--- src/hw/rtl/fbpa_pkg.sv ---
// ----------------------------------------------------------------------------
// Fixed block pool allocator - shared package
// Payload structs, status and register codes, and controller/datapath links.
// ----------------------------------------------------------------------------
`timescale 1ns / 1ps
`default_nettype none

package fbpa_pkg;

  localparam int DEF_MAX_BLOCKS = 1024;

  localparam int NB_W       = 11;  // num_blocks register
  localparam int BS_W       = 16;  // block_size register
  localparam int CFG_DATA_W = 16;
  localparam int BYTES_W    = 16;
  localparam int RIDX_W     = 10;  // release_index / block_index fields
  localparam int OFFS_W     = 26;
  localparam int FCNT_W     = 11;

  localparam logic [NB_W-1:0] NUM_BLOCKS_RST = 11'd1024;
  localparam logic [BS_W-1:0] BLOCK_SIZE_RST = 16'd64;

  typedef enum logic [0:0] {
    CFG_NUM_BLOCKS = 1'b0,
    CFG_BLOCK_SIZE = 1'b1
  } cfg_idx_t;

  typedef enum logic [0:0] {
    REQ_ACQUIRE = 1'b0,
    REQ_RELEASE = 1'b1
  } req_type_t;

  typedef enum logic [2:0] {
    ST_OK        = 3'd0,
    ST_TOO_LARGE = 3'd1,
    ST_EMPTY     = 3'd2,
    ST_RANGE     = 3'd3,
    ST_ALL_FREE  = 3'd4
  } status_t;

  typedef struct packed {
    req_type_t           req_type;
    logic [BYTES_W-1:0]  request_bytes;
    logic [RIDX_W-1:0]   release_index;
  } req_t;

  typedef struct packed {
    status_t             status;
    logic [RIDX_W-1:0]   block_index;
    logic [OFFS_W-1:0]   byte_offset;
    logic [FCNT_W-1:0]   free_count;
  } rsp_t;

  // controller -> datapath
  typedef struct packed {
    logic load_req;  // capture incoming item
    logic exec;      // check and commit the held item
    logic pop;       // finish an acquire with the link read back
  } cmd_t;

  // datapath -> controller
  typedef struct packed {
    logic acq_go;    // held item is an acquire that will succeed
  } sts_t;

endpackage

`default_nettype wire

--- src/hw/rtl/fbpa_ctrl.sv ---
// ----------------------------------------------------------------------------
// Fixed block pool allocator - controller
// Tracks the held item and the result register, sequences execute and pop.
// ----------------------------------------------------------------------------
`timescale 1ns / 1ps
`default_nettype none

module fbpa_ctrl (
  input  logic          clk,
  input  logic          rst,
  input  logic          req_valid,
  output logic          req_ready,
  output logic          rsp_valid,
  input  logic          rsp_ready,
  input  fbpa_pkg::sts_t sts,
  output fbpa_pkg::cmd_t cmd
);
  import fbpa_pkg::*;

  typedef enum logic [1:0] {
    S_RUN = 2'b01,
    S_POP = 2'b10
  } state_t;

  state_t state, state_next;
  logic   req_full, req_full_next;
  logic   out_valid, out_valid_next;
  logic   out_free;

  assign out_free  = !out_valid || rsp_ready;
  assign req_ready = !req_full;
  assign rsp_valid = out_valid;

  always_comb begin
    cmd.load_req = req_valid && !req_full;
    cmd.exec     = (state == S_RUN) && req_full && out_free;
    cmd.pop      = (state == S_POP);
  end

  always_comb begin
    state_next     = state;
    req_full_next  = req_full;
    out_valid_next = out_valid && !rsp_ready;
    if (cmd.load_req) begin
      req_full_next = 1'b1;
    end else if (cmd.exec) begin
      req_full_next = 1'b0;
    end
    unique case (state)
      S_RUN: begin
        if (cmd.exec) begin
          if (sts.acq_go) begin
            state_next = S_POP;
          end else begin
            out_valid_next = 1'b1;
          end
        end
      end
      S_POP: begin
        // result register was freed at the execute edge
        state_next     = S_RUN;
        out_valid_next = 1'b1;
      end
      default: begin
        state_next = S_RUN;
      end
    endcase
  end

  always_ff @(posedge clk) begin
    if (rst) begin
      state     <= S_RUN;
      req_full  <= 1'b0;
      out_valid <= 1'b0;
    end else begin
      state     <= state_next;
      req_full  <= req_full_next;
      out_valid <= out_valid_next;
    end
  end

endmodule

`default_nettype wire

--- config.mk ---
export PLATFORM = sky130hd
export DESIGN_NAME = fbpa_ctrl
export DESIGN_NICKNAME = d
export VERILOG_FILES = /design/src/hw/rtl/fbpa_pkg.sv /design/src/hw/rtl/fbpa_ctrl.sv
export SDC_FILE = /design/constraint.sdc
export NUM_CORES = 1
export LEC_CHECK = 0
export ABC_AREA = 1
export BUFFER_PORTS_ARGS = -buffer_cell sky130_fd_sc_hd__buf_4
export CORE_AREA = 10 10 47 49
export CTS_CLUSTER_DIAMETER = 50
export DETAILED_ROUTE_END_ITERATION = 7
export DIE_AREA = 0 0 57 59
export PLACE_DENSITY = 0.47
export SYNTH_ARGS = -nofsm -noshare
export SYNTH_HDL_FRONTEND = slang
export SYNTH_SLANG_ARGS = --single-unit
export TNS_END_PERCENT = 5
--- constraint.sdc ---
create_clock -name clk -period 1.1 [get_ports clk]
set_input_delay 0.11 -clock clk [delete_from_list [all_inputs] [get_ports clk]]
set_output_delay 0.11 -clock clk [all_outputs]
set_load 0.01 [all_outputs]
==> results of run 1 <==
## stage by stage
stage / worst slack [ns] / hold slack, ns
finish: -0.05902 / 0.1549
global route: -0.1251 / 0.1633
CTS: -0.09345 / 0.1512
detailed placement: -0.003590 / 0.3945
global placement: 0.000006772 / 0.3896
floorplan: 0.03471 / 0.2655
## worst max-delay path by stage
stage                     startpoint        to  slack (ns)  cells after the start
after floorplan             state[1]  req_full        0.03                      5
after global placement      state[1]    cmd[1]    0.000007                      5
after detailed placement    state[1]    cmd[1]      -0.004                      5
after CTS                   state[1]    cmd[1]       -0.09                      5
after global routing        state[1]    cmd[1]       -0.13                      5
final                       state[1]    cmd[1]       -0.06                      5
## power by group
part / internal (µW) / switching (µW) / total (µW)
clock: 121 / 50.4 / 172
combinational: 78.6 / 62.4 / 141
sequential: 158 / 12.5 / 171
total: 358 / 125 / 484
## state kept, by name (all words and copies together), names as in the netlist
name and count:
state 2, rsp_valid 1, req_full 1
## metal layers
metal  share of wire, %  global-route usage (%)  routed length [µm]  vias to the layer above
li1                   -                       -                   -                      138
met1                 46                   3.892                 255                      105
met2                 52                   5.426                 289                        3
met3                1.4                  0.6438                   8                        0
met4                  0                   4.027                   0                        0
met5                  0                       0                   0                        -
## area by class of cell
type	count	area, µm²	share of cell area [%]
inverter	10	37.54	9.063
clock buffer	3	22.52	5.438
timing repair buffer	15	116.4	28.10
sequential	4	85.08	20.54
tap	16	20.02	4.834
multi-input combinational	21	132.6	32.02
## worst min-delay path, stage by stage
cell	delay (ns)
sky130_fd_sc_hd__buf_4	0.08
sky130_fd_sc_hd__inv_1	0.05
sky130_fd_sc_hd__nand2_1	0.06
sky130_fd_sc_hd__nor2_1	0.04
## cells by family (layout without fill, tap and decap cells)
| family | count (synthesis) | in the layout | synth area share [%] |
|---|---|---|---|
| fa+ha+maj | 2 | 2 | 10.47 |
| buf+inv | 11 | 28 | 18.85 |
| compound gates | 3 | 3 | 7.850 |
| simple gates | 16 | 16 | 29.32 |
| flops | 4 | 4 | 33.51 |
## cell usage in the layout (no fill, tap or decap)
master / netlist / layout
sky130_fd_sc_hd__dfxtp_1: 4 / 2
sky130_fd_sc_hd__inv_1: 10 / 9
sky130_fd_sc_hd__nor2_1: 6 / 6
sky130_fd_sc_hd__nand3_2: 1 / 1
sky130_fd_sc_hd__nand2_2: 1 / 1
sky130_fd_sc_hd__dfxtp_2: 0 / 1
sky130_fd_sc_hd__nand2_1: 7 / 7
sky130_fd_sc_hd__ha_4: 0 / 1
sky130_fd_sc_hd__o21ai_0: 1 / 1
sky130_fd_sc_hd__buf_6: 0 / 1
sky130_fd_sc_hd__a21oi_2: 1 / 2
sky130_fd_sc_hd__ha_2: 0 / 1
sky130_fd_sc_hd__buf_4: 1 / 14
sky130_fd_sc_hd__dfxtp_4: 0 / 1
sky130_fd_sc_hd__inv_2: 0 / 1
sky130_fd_sc_hd__nand3_1: 1 / 1
sky130_fd_sc_hd__clkbuf_4: 0 / 3
## timing repair
item / in CTS / in global routing
hold buffers: 0 / 0
pin swaps: 1 / 1
resized for setup: 8 / 1
endpoints found under the setup margin: 2 / 4
setup buffers: 4 / 1
==> summary by stage, run 1 <==
Route
The routed length per instance is 8.014 µm. The DRC violations left is 0. The final wirelength is 553 µm. Before antenna repair, the detailed router went through 2 iterations. The via count is 246. The ratio of routed vias to standard cells is 3.565. Once detail routing completed, the nets flagged for antenna violations numbered 0.

The detailed router finished its first iteration with 2 violations.

Synthesis
The total number of yosys warnings is 0. The count of mapped cells out of synthesis is 36. The number of flops mapped to enable cells by yosys is 0. The cell type with the largest total area after synthesis is sky130_fd_sc_hd__dfxtp_1. Ranked by instance count, the synthesized netlist is headed by sky130_fd_sc_hd__inv_1 (10), sky130_fd_sc_hd__nand2_1 (7), sky130_fd_sc_hd__nor2_1 (6), sky130_fd_sc_hd__dfxtp_1 (4), sky130_fd_sc_hd__ha_1 (2). The synthesized design contains 4 register bits.

The sequential fraction of the synthesis area is 33.51%. Sorting the synthesized cells by area gives the leading types as sky130_fd_sc_hd__dfxtp_1 (34%), sky130_fd_sc_hd__inv_1 (16%), sky130_fd_sc_hd__nand2_1 (11%). The dominant register cell in the synthesized netlist is sky130_fd_sc_hd__dfxtp_1.

The net count after synthesis is 43. Summing every instance area after synthesis gives 239.0 µm². The area fraction of the dominant cell type after synthesis is 33.51%. The async set or reset register ratio after synthesis is 0%. In the post-synthesis netlist, the cell with the most instances is sky130_fd_sc_hd__inv_1. The number of distinct library cells after synthesis is 12.

Averaged over all synthesized cells, the footprint is 6.638 µm².

STA
At the pin with the least slew margin, the transition time is 0.1806 ns. Setup repair after global routing could not meet its margin everywhere. The worst clock skew is 0.001297 ns. Derived from the worst setup path, the maximum achievable clock frequency is 862.8 MHz. Of the available clock period, the critical path in the final layout requires 105.4%. The max-slew violation total from the final report is 0.

The number of endpoints with negative hold slack in the final report was 0. The number of setup violations in the final report is 1. For the final routed database, the setup TNS stands at -0.05902 ns. The relative slew slack is 87.94%. The routed design could run at a clock period as short as 1.159 ns. The post-layout worst setup margin is -0.05902 ns.

Hold path
The worst hold path was traced through 4 stages. The start point of the worst min-delay path is rst. The type of the most critical hold path is in2reg. The path with the worst hold slack has its endpoint at rsp_valid.

Die
The initial utilization of the core area, before any placement, comes to 17.05%. The y dimension of the die is 59 µm. The width of the die is 57 µm.

The number of top-level pins is 10. The floorplan has 14 rows. The area enclosed by the die boundary is 0.003363 mm². The total area inside the core boundary comes to 0.001401 mm².

Cells and area
At the end of the flow the core is filled with cells to 29.55%. At the end of the flow, the number of nets in the layout was 62. Cells with a size suffix above 1 make up 50.94% of the layout.

Counting the fill cells in the layout gives 159. The layout overhead on the synthesized area is 73.30%. The antenna diode instance count is 0.

The filler-free cell count of the finished design is 69. The finished cells cover 414.1 µm².

Critical path
The worst setup path is launched from a flip-flop. Among cell families on the critical path, the largest total delay comes from flip-flops. The worst setup path is of the reg2out kind. The critical path goes through inv_2, ha_4, nand2_2, a21oi_2, buf_4. The setup slack on the worst flop-to-flop path is 0.03 ns. The worst setup path is captured at an output pin. STA puts the critical path data required time at 0.99 ns.

The largest single stage delay on the critical path is 0.31 ns. Counting both buffers and inverters, the worst setup path holds a total of 2. The cell at the slowest stage of the critical path is sky130_fd_sc_hd__dfxtp_2. The worst register-to-register path ends at rsp_valid.

The number of cells traversed by the worst register-to-register path is 6. Along the worst path, the maximum fanout reaches 2. The data arrival time of the critical path is 1.05 ns.

The startpoint identified for the worst register-to-register timing path is state[1].

Clock tree
The maximum clock path buffer count is 2. The clock buffer count from CTS is 3. The cell sitting at the root of the clock tree is a sky130_fd_sc_hd__clkbuf_4. In this run the number of H-tree levels came out at 1. TritonCTS built the clock tree. Clock latency on the worst-skew pair, taken at its later pin, is 0.23 ns. CTS saw 4 sinks. The clock transition at the register clock pins on the worst setup and hold paths after CTS is 0.03 ns.

Job
The reported max-cap violation count is 0.

GRT
The pin count of the biggest net entering global routing is 6. The via count of the first global-routing pass is 251. The wire length of the first global-routing pass is 972 µm. The total overflow left after global routing is 0. The number of antenna violations at the first check in global routing is 0. In the global route stage, overall resource usage came out at 3.578%.

Outcome
The checks that failed: negative setup slack. The flow ran to the end, but the final reports show violations.

Placed design
The half-perimeter wire length after placement is 454.1 µm. Routability-driven placement finished with a final weighted congestion of 0.6686. The instance area at placement is 326.6 µm².

The placed instance count is 61. Port buffering added 9 buffers.

Power and ir drop
The total power draw is 483.6 µW. The worst-case IR drop observed on VDD is 537.6 µV. The leakage power of the design is 0.0002301 µW.

The total power per unit cell area is 1168 mW/mm².
Note: power is estimated with default switching activity, not from simulation.
==> run 2: changes to the inputs <==
--- a/config.mk
+++ b/config.mk
@@ -12,6 +12,7 @@
 export DETAILED_ROUTE_END_ITERATION = 7
 export DIE_AREA = 0 0 57 59
 export PLACE_DENSITY = 0.47
+export SKIP_CTS_REPAIR_TIMING = 1
 export SYNTH_ARGS = -nofsm -noshare
 export SYNTH_HDL_FRONTEND = slang
 export SYNTH_SLANG_ARGS = --single-unit
==> constraint.sdc (replaced) <==
create_clock -name clk -period 1.1 [get_ports clk]
set_input_delay 0.11 -clock clk [delete_from_list [all_inputs] [get_ports clk]]
set_output_delay 0.11 -clock clk [all_outputs]
set_load 0.005 [all_outputs]
==> summary by stage, run 2 (synthesis gave the netlist of run 1 again) <==
Critical path
STA classifies the critical path endpoint as an output pin. The data required time of the critical path is 0.99 ns (about the same). The maximum fanout encountered on the critical timing path is 4 (+2).

The number of buffers and inverters on the critical path is 2 (unchanged). The worst setup path startpoint is state[1]. The critical path is of the reg2out type.

The worst register-to-register path begins at state[0]. The stage delay of the slowest cell on the critical path was 0.31 ns (about the same). The worst setup path is launched from a flip-flop. The cell at the slowest stage of the critical path is sky130_fd_sc_hd__dfxtp_2. The signal on the critical path passes through inv_2, ha_4, nand2_2, a21oi_2, buf_4.

The data arrival time of the critical path is 1.07 ns (+0.02 ns). The cell class contributing the biggest share of worst-path delay is flip-flops.

Cells and area
The sequential cell area in the final layout came to 82.58 µm² (-2.9%). The area occupied by multi-input gates was 130.1 µm² (-1.9%). The count of nets after finishing is 59 (-4.8%). More flip-flops sit in one register than any other, and that register is state. The library cells used most frequently in the layout, excluding fill and tap cells, are sky130_fd_sc_hd__buf_4 (12), sky130_fd_sc_hd__inv_1 (9), sky130_fd_sc_hd__nand2_1 (7). The number of fillers in the final layout is 161 (+1.3%). The share of cells above drive strength 1 is 46.00% (-4.9 points). The flip-flop count of the largest register, all copies and words added was 2 (unchanged). The antenna diode instance count is 0 (unchanged).

The library cell used most frequently in the layout, excluding fill and tap cells, is sky130_fd_sc_hd__buf_4. From synthesis to final layout, the design area changed by 60.21%.

Power and ir drop
The net load switching power is 118.5 µW (-5.5%). The relative contribution of combinational cells to total power came to 26.4% (-2.8 points). The total power draw was 467.4 µW (-3.4%). The peak supply drop is 525.0 µV (-2.3%).

The leakage power of the design was 0.0002179 µW (-5.3%). The internal power component is 348.9 µW (-2.6%). The switching share of total power came to 25.35% (-0.56 points).

The clock network fraction of design power is 36.8% (+1.3 points). The power share of the sequential group is 36.7% (+1.4 points). The total power per unit cell area is 1221 mW/mm² (+4.5%).

Job
The reported max-cap violation count is 0 (unchanged).

GRT
The remaining global-route overflow was 0 (unchanged). The pin count of the biggest net entering global routing came to 6 (unchanged). The overall fraction of global-route tracks in use is 3.362% (-0.22 points). The wire length of the first global-routing pass is 903 µm (-7.1%).

The number of antenna violations at the first check in global routing was 0 (unchanged). The via count of the first global-routing pass is 223 (-11%).

Clock tree
The tree is rooted in a sky130_fd_sc_hd__clkbuf_4. The clock transition at the register clock pins on the worst setup and hold paths after CTS came to 0.03 ns (about the same). The number of H-tree levels is 1 (unchanged). The number of clock sinks seen by CTS is 4 (unchanged). TritonCTS built the clock tree. The insertion delay of the later-clocked pin in the worst-skew pair is 0.23 ns (about the same). The maximum clock path buffer count is 2 (unchanged). The clock buffer count from CTS is 3 (unchanged).

STA
The minimum period implied by the final worst setup slack is 1.184 ns (+0.02499 ns). The post-layout worst setup margin was -0.08401 ns (-0.02499 ns). The max-slew violation total from the final report came to 0 (unchanged). The relative slew slack was 87.93% (about the same). The worst clock skew came to 0.001365 ns (+0.00006736 ns).

Setup repair after global routing could not meet its margin everywhere. The number of setup violations in the final report is 1 (unchanged). The worst hold slack is 0.1544 ns (-0.0005090 ns). The setup TNS was -0.08401 ns (-0.02499 ns). The transition at the pin with the smallest max-transition slack is 0.1808 ns (+0.0001270 ns). The number of endpoints with negative hold slack in the final report came to 0 (unchanged). The final clock period utilization by the worst path is 107.6% (+2.3 points). The achievable clock frequency is 844.6 MHz (-2.1%).

Hold path
The start point of the worst min-delay path is rst. The path class of the tightest hold or removal check is in2reg.

Die
The number of rows created at floorplan is 14 (unchanged). The starting density of the core is 17.05% (unchanged). The number of top-level pins came to 10 (unchanged). The width of the die came to 57 µm (unchanged).

The placeable core region is 0.001401 mm² (unchanged). The area enclosed by the die boundary came to 0.003363 mm² (unchanged). The y dimension of the die is 59 µm (unchanged).

Outcome
The run finished, with violations left. The final reports fail on negative setup slack.

Route
The detailed-router iteration count before antenna repair is 2 (unchanged). The violation count after the first detailed-route iteration is 2 (unchanged). The final wirelength came to 553 µm (unchanged). The via count was 234 (-4.9%). The ratio of routed vias to standard cells came to 3.545 (-0.55%). The routed length per instance is 8.379 µm (+4.5%). The DRC violations left is 0 (unchanged). The post-route antenna net violation count is 0 (unchanged).

Placed design
The half-perimeter wire length after placement is 454.1 µm (unchanged). The worst setup slack before clock tree synthesis is 0.007139 ns (+0.01073 ns). The final weighted congestion in routability-driven placement was 0.6686 (unchanged). The count of buffers from port buffering is 9 (unchanged).
-- run 2: cell count changes in the layout (fill, tap and decap cells not counted) --
cell / previous run / this run
sky130_fd_sc_hd__ha_1: 0 / 1
sky130_fd_sc_hd__dfxtp_2: 1 / 2
sky130_fd_sc_hd__ha_2: 1 / 0
sky130_fd_sc_hd__dfxtp_4: 1 / 0
sky130_fd_sc_hd__buf_6: 1 / 0
sky130_fd_sc_hd__buf_4: 14 / 12
-- run 2: through the flow --
stage / std cells / instance area (µm²) / utilization [%]
2_1_floorplan: 36 / 239.0 / -
3_3_place_gp: 61 / 326.6 / 23.30
3_5_place_dp: 61 / 326.6 / 23.30
4_1_cts: 64 / 349.1 / 24.91
5_1_grt: 66 / 382.9 / 27.32
6_report: 66 / 382.9 / 27.32
-- run 2: layout make-up --
type	instances	area share (%)
Clock buffer	3	5.882
Multi-Input combinational cell	21	33.99
Timing Repair Buffer	12	23.53
Inverter	10	9.804
Tap cell	16	5.229
Sequential cell	4	21.57
-- run 2: worst reg2reg max path, cell delays in order (launching register included) --
cell and delay, ns:
sky130_fd_sc_hd__dfxtp_2 0.35, sky130_fd_sc_hd__inv_1 0.05, sky130_fd_sc_hd__ha_1 0.30, sky130_fd_sc_hd__nor2_1 0.09, sky130_fd_sc_hd__nor2_1 0.05, sky130_fd_sc_hd__nor2_1 0.10
sky130_fd_sc_hd__nor2_1 0.05
-- run 2: power by group through the flow --
stage / registers (µW) / logic (µW) / clock network [µW]
floorplan: 168 / 62.4 / 0
global placement: 170 / 106 / 0
detailed placement: 170 / 105 / 0
CTS: 168 / 105 / 184
global route: 174 / 140 / 193
finish: 172 / 124 / 172
-- run 2: path summary, 6_finish.rpt --
check / end / slack, ns / depth (start not counted)
max: cmd[1] / -0.08 / 5
max reg2reg: rsp_valid / 0 / 6
min reg2reg: state[0] / 0.47 / 2
min: rsp_valid / 0.15 / 4
-- run 2: metal layers --
| layer | routed length (µm) | GRT usage [%] | up-vias | part of all wire, % |
|---|---|---|---|---|
| met2 | 285 | 4.651 | 3 | 52 |
| met5 | 0 | 0 | - | 0 |
| li1 | - | - | 132 | - |
| met1 | 260 | 3.892 | 99 | 47 |
| met4 | 0 | 4.027 | 0 | 0 |
| met3 | 8 | 0.6438 | 0 | 1.4 |
